<file path="src/msm_pkg.sv">
// ----------------------------------------------------------------------------
// msm_pkg
// signature rom, lengths and shared widths for the magic signature matcher
// ----------------------------------------------------------------------------
package msm_pkg;

   localparam int SIG_COUNT = 10;
   localparam int SIG_MAX   = 20;
   localparam int LEN_W     = 5;
   localparam int ROM_IDX_W = 5;
   localparam int SIG_IDX_W = 4;

   typedef logic [7:0]           byte_type;
   typedef logic [SIG_COUNT-1:0] sig_vec_type;
   typedef logic [SIG_IDX_W-1:0] sig_idx_type;

   localparam logic [LEN_W-1:0] SIG_LEN [SIG_COUNT] = '{
      5'd8, 5'd4, 5'd8, 5'd8, 5'd6, 5'd4, 5'd20, 5'd4, 5'd8, 5'd4
   };

   localparam byte_type SIG_ROM [SIG_COUNT][SIG_MAX] = '{
      '{8'h3C, 8'h72, 8'h6F, 8'h62, 8'h6C, 8'h6F, 8'h78, 8'h21, 8'h00, 8'h00,
        8'h00, 8'h00, 8'h00, 8'h00, 8'h00, 8'h00, 8'h00, 8'h00, 8'h00, 8'h00},
      '{8'h1B, 8'h4C, 8'h75, 8'h61, 8'h00, 8'h00, 8'h00, 8'h00, 8'h00, 8'h00,
        8'h00, 8'h00, 8'h00, 8'h00, 8'h00, 8'h00, 8'h00, 8'h00, 8'h00, 8'h00},
      '{8'h66, 8'h74, 8'h79, 8'h70, 8'h69, 8'h73, 8'h6F, 8'h6D, 8'h00, 8'h00,
        8'h00, 8'h00, 8'h00, 8'h00, 8'h00, 8'h00, 8'h00, 8'h00, 8'h00, 8'h00},
      '{8'h66, 8'h74, 8'h79, 8'h70, 8'h4D, 8'h53, 8'h4E, 8'h56, 8'h00, 8'h00,
        8'h00, 8'h00, 8'h00, 8'h00, 8'h00, 8'h00, 8'h00, 8'h00, 8'h00, 8'h00},
      '{8'h47, 8'h49, 8'h46, 8'h38, 8'h39, 8'h61, 8'h00, 8'h00, 8'h00, 8'h00,
        8'h00, 8'h00, 8'h00, 8'h00, 8'h00, 8'h00, 8'h00, 8'h00, 8'h00, 8'h00},
      '{8'hFF, 8'hD8, 8'hFF, 8'hE0, 8'h00, 8'h00, 8'h00, 8'h00, 8'h00, 8'h00,
        8'h00, 8'h00, 8'h00, 8'h00, 8'h00, 8'h00, 8'h00, 8'h00, 8'h00, 8'h00},
      '{8'hCF, 8'hFA, 8'hED, 8'hFE, 8'h0C, 8'h00, 8'h00, 8'h01, 8'h00, 8'h00,
        8'h00, 8'h00, 8'h02, 8'h00, 8'h00, 8'h00, 8'h11, 8'h00, 8'h00, 8'h00},
      '{8'h25, 8'h50, 8'h44, 8'h46, 8'h00, 8'h00, 8'h00, 8'h00, 8'h00, 8'h00,
        8'h00, 8'h00, 8'h00, 8'h00, 8'h00, 8'h00, 8'h00, 8'h00, 8'h00, 8'h00},
      '{8'h89, 8'h50, 8'h4E, 8'h47, 8'h0D, 8'h0A, 8'h1A, 8'h0A, 8'h00, 8'h00,
        8'h00, 8'h00, 8'h00, 8'h00, 8'h00, 8'h00, 8'h00, 8'h00, 8'h00, 8'h00},
      '{8'h50, 8'h4B, 8'h03, 8'h04, 8'h00, 8'h00, 8'h00, 8'h00, 8'h00, 8'h00,
        8'h00, 8'h00, 8'h00, 8'h00, 8'h00, 8'h00, 8'h00, 8'h00, 8'h00, 8'h00}
   };

endpackage

</file>
<file path="src/msm_match.sv">
// ----------------------------------------------------------------------------
// msm_match
// per-signature byte compare, alive update and full-match detection
// ----------------------------------------------------------------------------
module msm_match
   import msm_pkg::*;
#(
   parameter int POS_W = 5
) (
   input  byte_type        data_byte,
   input  logic [POS_W-1:0] position,
   input  sig_vec_type     alive,
   output sig_vec_type     alive_next,
   output sig_vec_type     complete
);

   logic [POS_W:0] count;

   assign count = {1'b0, position} + {{POS_W{1'b0}}, 1'b1};

   always_comb begin
      for (int i = 0; i < SIG_COUNT; i++) begin
         logic [POS_W:0] len_ext;
         logic           in_sig;
         len_ext = {{(POS_W+1-LEN_W){1'b0}}, SIG_LEN[i]};
         in_sig  = ({1'b0, position} < len_ext);
         if (in_sig && (SIG_ROM[i][position[ROM_IDX_W-1:0]] != data_byte)) begin
            alive_next[i] = 1'b0;
         end else begin
            alive_next[i] = alive[i];
         end
         complete[i] = alive_next[i] && (len_ext <= count);
      end
   end

endmodule

</file>
<file path="src/magic_signature_matcher.sv">
// ----------------------------------------------------------------------------
// magic_signature_matcher
// classifies a file by its leading bytes against a rom of magic signatures
// ----------------------------------------------------------------------------
// a result is registered from its accepted word and shows on rsp_ in the next cycle
// throughput: one word per cycle while rsp_ is not stalled; compare and update sit in one register stage
// a result is given at word PREFIX_BYTES or at end_of_file, whichever is first
// reset: synchronous, clears position, sets all alive flags, drops rsp_valid
// ----------------------------------------------------------------------------
module magic_signature_matcher
   import msm_pkg::*;
#(
   parameter int PREFIX_BYTES = 20
) (
   input  logic        clock,
   input  logic        reset,
   input  logic        req_valid,
   output logic        req_ready,
   input  logic [7:0]  req_data_byte,
   input  logic        req_end_of_file,
   output logic        rsp_valid,
   input  logic        rsp_ready,
   output logic        rsp_found,
   output logic [3:0]  rsp_signature_index
);

   localparam int POS_W = $clog2(PREFIX_BYTES);
   localparam logic [POS_W-1:0] LAST_POS = POS_W'(PREFIX_BYTES - 1);

   logic [POS_W-1:0] position_ff, position_in;
   sig_vec_type      alive_ff, alive_in;
   logic             reported_ff, reported_in;
   logic             rsp_valid_ff, rsp_valid_in;
   logic             found_ff, found_in;
   sig_idx_type      index_ff, index_in;

   sig_vec_type      alive_next;
   sig_vec_type      complete;
   logic             accept;
   logic             report;

   msm_match #(
      .POS_W (POS_W)
   ) u_match (
      .data_byte  (req_data_byte),
      .position   (position_ff),
      .alive      (alive_ff),
      .alive_next (alive_next),
      .complete   (complete)
   );

   assign req_ready = !rsp_valid_ff || rsp_ready;
   assign accept    = req_valid && req_ready;
   assign report    = accept && !reported_ff
                      && (req_end_of_file || (position_ff == LAST_POS));

   always_comb begin
      position_in  = position_ff;
      alive_in     = alive_ff;
      reported_in  = reported_ff;
      rsp_valid_in = rsp_valid_ff && !rsp_ready;
      found_in     = found_ff;
      index_in     = index_ff;

      // lowest index wins
      if (report) begin
         found_in = |complete;
         index_in = '0;
         for (int i = SIG_COUNT - 1; i >= 0; i--) begin
            if (complete[i]) begin
               index_in = SIG_IDX_W'(i);
            end
         end
         rsp_valid_in = 1'b1;
      end

      if (accept) begin
         if (req_end_of_file) begin
            position_in = '0;
            alive_in    = '1;
            reported_in = 1'b0;
         end else if (!reported_ff) begin
            alive_in = alive_next;
            if (report) begin
               reported_in = 1'b1;
            end else begin
               position_in = position_ff + {{(POS_W-1){1'b0}}, 1'b1};
            end
         end
      end
   end

   always_ff @(posedge clock) begin
      if (reset) begin
         position_ff  <= '0;
         alive_ff     <= '1;
         reported_ff  <= 1'b0;
         rsp_valid_ff <= 1'b0;
      end else begin
         position_ff  <= position_in;
         alive_ff     <= alive_in;
         reported_ff  <= reported_in;
         rsp_valid_ff <= rsp_valid_in;
      end
   end

   always_ff @(posedge clock) begin
      found_ff <= found_in;
      index_ff <= index_in;
   end

   assign rsp_valid           = rsp_valid_ff;
   assign rsp_found           = found_ff;
   assign rsp_signature_index = index_ff;

endmodule
</file>
<file path="config.mk">
export PLATFORM = sky130hd
export DESIGN_NAME = magic_signature_matcher
export DESIGN_NICKNAME = d
export VERILOG_FILES = /design/src/msm_pkg.sv /design/src/msm_match.sv /design/src/magic_signature_matcher.sv
export SDC_FILE = /design/constraint.sdc
export NUM_CORES = 1
export LEC_CHECK = 0
export ABC_AREA = 1
export BUFFER_PORTS_ARGS = -buffer_cell sky130_fd_sc_hd__buf_2
export CORE_AREA = 5 5 75 77
export CTS_CLUSTER_SIZE = 12
export DETAILED_ROUTE_END_ITERATION = 6
export DIE_AREA = 0 0 80 82
export PLACE_DENSITY = 0.85
export SETUP_SLACK_MARGIN = 0.15
export SLEW_MARGIN = 20
export SYNTH_ARGS = -nofsm -noshare
export SYNTH_HDL_FRONTEND = slang
export SYNTH_HIERARCHICAL = 1
export SYNTH_SLANG_ARGS = --single-unit
</file>
<file path="constraint.sdc">
create_clock -name clock -period 3.1 [get_ports clock]
set_clock_uncertainty 0.1 [all_clocks]
set_input_delay 0.93 -clock clock [delete_from_list [all_inputs] [get_ports clock]]
set_output_delay 0.93 -clock clock [all_outputs]
set_load 0.005 [all_outputs]
</file>
======== Word-level counts from Yosys, hierarchy flattened ========
Memory sizes are Yosys's and may differ from the RTL's.
Cells that the tools add are included.
storage, ports and cells
  input port bits ......................... 13
  memories ................................ 10
  flip-flop bits (word level) ............. 22
  memory bits (read-only) ................. 2560
  output and inout port bits .............. 7
  logic and storage cells ................. 127
cells by class
  add/subtract/negate cells ............... 2
  $lt $le $gt $ge ......................... 9
  bitwise operators ....................... 1
  mux-type cells .......................... 48
  equality and inequality tests ........... 13
  reduce and logical (&&, ||, !) cells .... 35
memory list
  memory           words  width  rd ports  clocked after memory_dff  write ports  line             source
  (no name shown)  32     8      1         0                         0            msm_match.sv:27  if (in_sig && (SIG_ROM[i][position[ROM_IDX_W-1:0]] != data_byte)) begin
  (no name shown)  32     8      1         0                         0            msm_match.sv:27
  (no name shown)  32     8      1         0                         0            msm_match.sv:27
  (no name shown)  32     8      1         0                         0            msm_match.sv:27
  (no name shown)  32     8      1         0                         0            msm_match.sv:27
  (no name shown)  32     8      1         0                         0            msm_match.sv:27
  +4 memories      -      -      -         -                         -            -
operators with widths
  kind                 count
  $mux 8               20
  $ne 8x8->1           10
  $logic_and 1x1->1    24
  $mux 10              2
  $mux 1               15
  $mux 5               3
  $le 3x6->1 const A   2
  $mux 3               4
  $lt 5x3->1 const B   2
  $reduce_or 10->1     1
  $mux 4               2
  $reduce_or 8->1      1
  $add 5x1->6 const B  1
  $ge 6x6->1 const B   1
  $le 4x6->1 const A   1
  $le 5x6->1 const A   1
  $not 5->6            1
  $add 5x1->5 const B  1
  $eq 5x5->1 const B   1
  $lt 5x4->1 const B   1
  $lt 5x5->1 const B   1
  $mux 2               2
  $ne 2x2->1 const B   2
  $reduce_or 4->1      1
  5 further kinds      8

======== Depth between registers and ports, before layout ========
  word-level depth ........................ 17
  gate-level depth with buffers ........... 25
  mapped depth without buffers ............ 24

======== Cells and area by module ========
The synthesis kept the hierarchy.
by module, submodules not included
  module                   times used  cells each  area each (µm²)
  msm_match                1           390         1869.3
  magic_signature_matcher  1           135         1041.0

======== Worst setup path after synthesis ========
Ideal clock, no wire load.
  path kind ............................... reg2reg
  start point ............................. reg position_ff[0]
  end point ............................... reg index_ff[0] (netlist: rsp_signature_index[0]), data pin
  period minus slack after synthesis ...... 2.620 ns
  setup time .............................. 0.256 ns
  arrival ................................. 2.264 ns
  cell stages (with the launch flop) ...... 26
  path slack .............................. 0.480 ns
  cells stage by stage .................... dfxtp_1 buf_2 inv_1 ha_1 inv_1 nand2_1 nand2_2 inv_1 nand2_1 nand2_1 nand2_1 nand2_1 nor2_1 nand2_1 nand2_1 nand2_1 nor2_1 inv_1 nand2_1 nand2_1 nand2_1 nand2_1 nand2_1 nand2_1 nand2_1 a21oi_1
between the ends
  elaborated cells between the ends (all ways) .. 89
RTL lines
  what                                       line                            source
  start: declaration                         magic_signature_matcher.sv:30   logic [POS_W-1:0] position_ff, position_in;
  start signal: assignment                   magic_signature_matcher.sv:100  position_ff <= position_in;
  $not 5->6 (implied by the code)            msm_match.sv:27
  $mem_v2 32x8                               -
  $mux 8 (implied by the code) (2 in a row)  msm_match.sv:27
  $ne 8x8->1                                 msm_match.sv:27
  $logic_and 1x1->1                          msm_match.sv:27
  $mux 1                                     msm_match.sv:27
  $logic_and 1x1->1 (*)                      msm_match.sv:32                 complete[i] = alive_next[i] && (len_ext <= count);
  net complete[8]                            magic_signature_matcher.sv:38   sig_vec_type complete;
  $mux 4 (*)                                 magic_signature_matcher.sv:70   if (complete[i]) begin
  $mux 3 (*) (4 in a row)                    magic_signature_matcher.sv:70
  $mux 2 (*) (2 in a row)                    magic_signature_matcher.sv:70
  $mux 1 (*)                                 magic_signature_matcher.sv:70
  end signal: assignment                     magic_signature_matcher.sv:109  index_ff <= index_in;
  end: declaration                           magic_signature_matcher.sv:35   sig_idx_type index_ff, index_in;
Mark *: on every way through the listed nets, which the timed path passes. The rest lies on a longest branch. The select of a mux whose other input is x is not followed.
A chain may end at the register's enable or synchronous reset.

======== Final worst setup path ========
Ends and elaborated chain as after synthesis.

==> summary.txt <==
CTS H-Tree Depth: 1
Design Area, Final: 3190 µm²
Post-synthesis net count: 552
Drt drc: 0
Worst setup margin: 0.363 ns
Clock-pin slew on the worst setup and hold paths: 0.08 ns
Starting DRT DRC Count: 380
RSZ-0062 raised after global routing: no
Most frequent cell after synthesis: nand2_1
Final setup viols: 0
FF+latch count, synth: 22
Util after Layout: 0.646
CP Data Required Time: 3.02 ns
Worst slew margin: 0.783
Critical path endpoint: rsp_signature_index[0]
Reg2reg end: rsp_signature_index[0]
Mux contribution to synthesized area: 0
Final wirelength: 9990 µm
Compound-cell area share of the yosys netlist: 0.0671
Routability cong.: 1.01
Syn-to-layout area delta: 9.76%
Syn_area_per_cell: 5.54 µm²
Dpl hpwl: 7550 µm
Die height: 82 µm
Drt first pass iters: 6
Global-route wire length before repair: 15900 µm
DP Worst Slack: 0.166 ns
Syn Inst Count: 525
Initial Util: 0.589
Post-Synth XOR/XNOR Area: 0.0327
Initial antenna violation count: 0
Post-Synth Simple-Gate Area: 0.553
CTS tree: done
CTS Buf Count: 3
Post-synthesis adder-cell area fraction: 0.0602
Synth cell count leaders: nand2_1 (191), nand3_1 (80), nor2_1 (55)
Largest family of logic cells by synthesized area: simple AND/OR/NAND/NOR gates
Root Driver: clkbuf_8
Crit Path Max Fanout: 5
PortBufs: 19
Drt wl/cell: 16.2 µm
Worst-Margin Slew: 0.325 ns
Type of origin of the critical path: register
Overflow after GRT: 0
Antenna diodes: 0
FMAX: 365 MHz
Placed Instance Area: 3110 µm²
Final nets: 575
CORE AREA: 4940 µm²
YS warnings: 6
Total GRT Usage: 0.318
Post-synth EDFFs: 5
Tmin final: 2.74 ns
Clock sinks: 22
Crit Path Class: reg2reg
Final critical-path share of the clock period: 0.883
Crit end category: register
Main flop type after synthesis: dfxtp_1
Synth area leader: nand2_1
ANT nets after route: 0
Vias in the first global route: 3231
Largest net degree at the start of global routing: 25
Pwr per Cell Area: 330 nW/µm²
CTS Buffer Depth: 2
Vias: 3573
Peak supply drop: 360 µV
Cell depth of the worst hold path: 2
Flop-to-flop setup slack: 0.36 ns
Layout cells sized above 1: 0.132
Setup_tns: 0 ns
Async set-or-reset flop fraction in the synthesized netlist: 0
Via density: 5.79
Final hold violations: 0
R2R Path Start: position_ff[0]
Pleak: 0.00175 µW
Synth top area share: 0.246
Die Area: 6560 µm²
FF-to-FF path depth: 24
FP Rows: 26
Max-cap violations: 0
Fill count: 488
Die W: 80 µm
Worst hold path class: reg2reg
Slew Limit Fails: 0
Seq/Total Area, Yosys: 0.169
Post-CTS Repair Setup Buffers: 0
Final Power: 1060 µW
CP Launch Point: position_ff[0]
Result of the run: finished, final reports clean
WP data arrival: 2.66 ns
Main area contributors after synthesis: nand2_1 (25%), nand3_1 (14%), dfxtp_1 (12%)
IO Pins: 20
Netlist cell types: 35
Multi-input gate area: 2100 µm²
Synthesized area: 2910 µm²
Cts hold-fix bufs: 0
Register area: 492 µm²
Worst-Skew Late Latency: 0.26 ns
## metal layers
layer  vias to the layer above  share of wire  GRT usage
li1                       1737              -          -
met1                      1587           0.40      0.378
met2                       203           0.47      0.553
met3                        46          0.068     0.0340
met4                         0          0.055      0.186
met5                         -              0          0
## power by group
part	total, µW	internal, µW	leakage (µW)	switching [µW]
Combinational	463	154	0.00153	309
Sequential	330	315	0.000190	14.6
Clock	263	172	0.0000357	90.4
## how the worst min path moves through the flow
stage / from / endpoint
2_1_floorplan: alive_ff[0] / alive_ff[0]
3_3_place_gp: alive_ff[8] / alive_ff[8]
3_5_place_dp: alive_ff[3] / alive_ff[3]
4_1_cts: alive_ff[3] / alive_ff[3]
5_1_grt: alive_ff[8] / alive_ff[8]
6_report: alive_ff[3] / alive_ff[3]
## cell usage in the layout, fill, tap and decap left out, types with 2 or more instances in the layout
| cell type | count |
|---|---|
| nor2_2 | 2 |
| nand4_1 | 18 |
| buf_4 | 18 |
| nor2_4 | 3 |
| nand2_1 | 190 |
| xor2_1 | 9 |
| or2_2 | 3 |
| o21ai_1 | 3 |
| nand3_1 | 80 |
| buf_2 | 19 |
| nand2_4 | 3 |
| ha_1 | 13 |
| inv_1 | 49 |
| o211ai_1 | 2 |
| nor3_2 | 2 |
| nand3_2 | 2 |
| clkinv_1 | 3 |
| a21oi_1 | 12 |
| edfxtp_1 | 5 |
| o21ai_0 | 13 |
| inv_2 | 6 |
| nand2_2 | 5 |
| clkbuf_8 | 3 |
| a21oi_2 | 2 |
| nor2_1 | 55 |
| dfxtp_1 | 16 |
## per-stage QoR
step	instances	hold slack, ns
after global placement	612	0.369
after global routing	617	0.425
after CTS	616	0.397
after detailed placement	612	0.382
final	617	0.395
after floorplan	525	0.359
## area by class of cell
class,instances,area share
Clock buffer,3,0.0129
Sequential cell,22,0.154
Multi-Input combinational cell,426,0.656
Tap cell,70,0.0274
Timing Repair Buffer,37,0.0721
Clock inverter,1,0.00940
Inverter,58,0.0682
## state kept, by name, summed over array words and instances (netlist names)
name	count
rsp_signature_index	4
position_ff	5
rsp_valid	1
alive_ff	10
rsp_found	1
reported_ff	1
## timing repair
action                                  4_1_cts  5_1_grt
resized for setup                             0        4
endpoints found under the setup margin        0        4
endpoints found under the hold margin         0        0
## cell families after synthesis
| kind of cell | after synthesis |
|---|---|
| buffers and inverters | 78 |
| XOR/XNOR | 10 |
| flip-flops | 22 |
| AO/OA/AOI/OAI | 35 |
| adder cells (fa/ha/maj) | 14 |
| AND/OR/NAND/NOR | 366 |
## worst max-delay path, cell delays in order, from the launching register on
cell and delay, ns:
dfxtp_1 0.34, inv_1 0.06, ha_1 0.20, inv_1 0.19, nand2_1 0.18, nand2_2 0.14
inv_1 0.08, nand2_1 0.06, nand2_1 0.04, nand2_1 0.07, nand2_1 0.06, nor2_1 0.17
nand2_1 0.07, nand2_1 0.08, nand2_1 0.08, nor2_1 0.09, inv_1 0.07, nand2_1 0.07
nand2_1 0.05, nand2_1 0.06, nand2_1 0.05, nand2_1 0.05, nand2_1 0.04, nand2_1 0.05
a21oi_1 0.05
No activity file was read; power rests on OpenSTA's default activity.
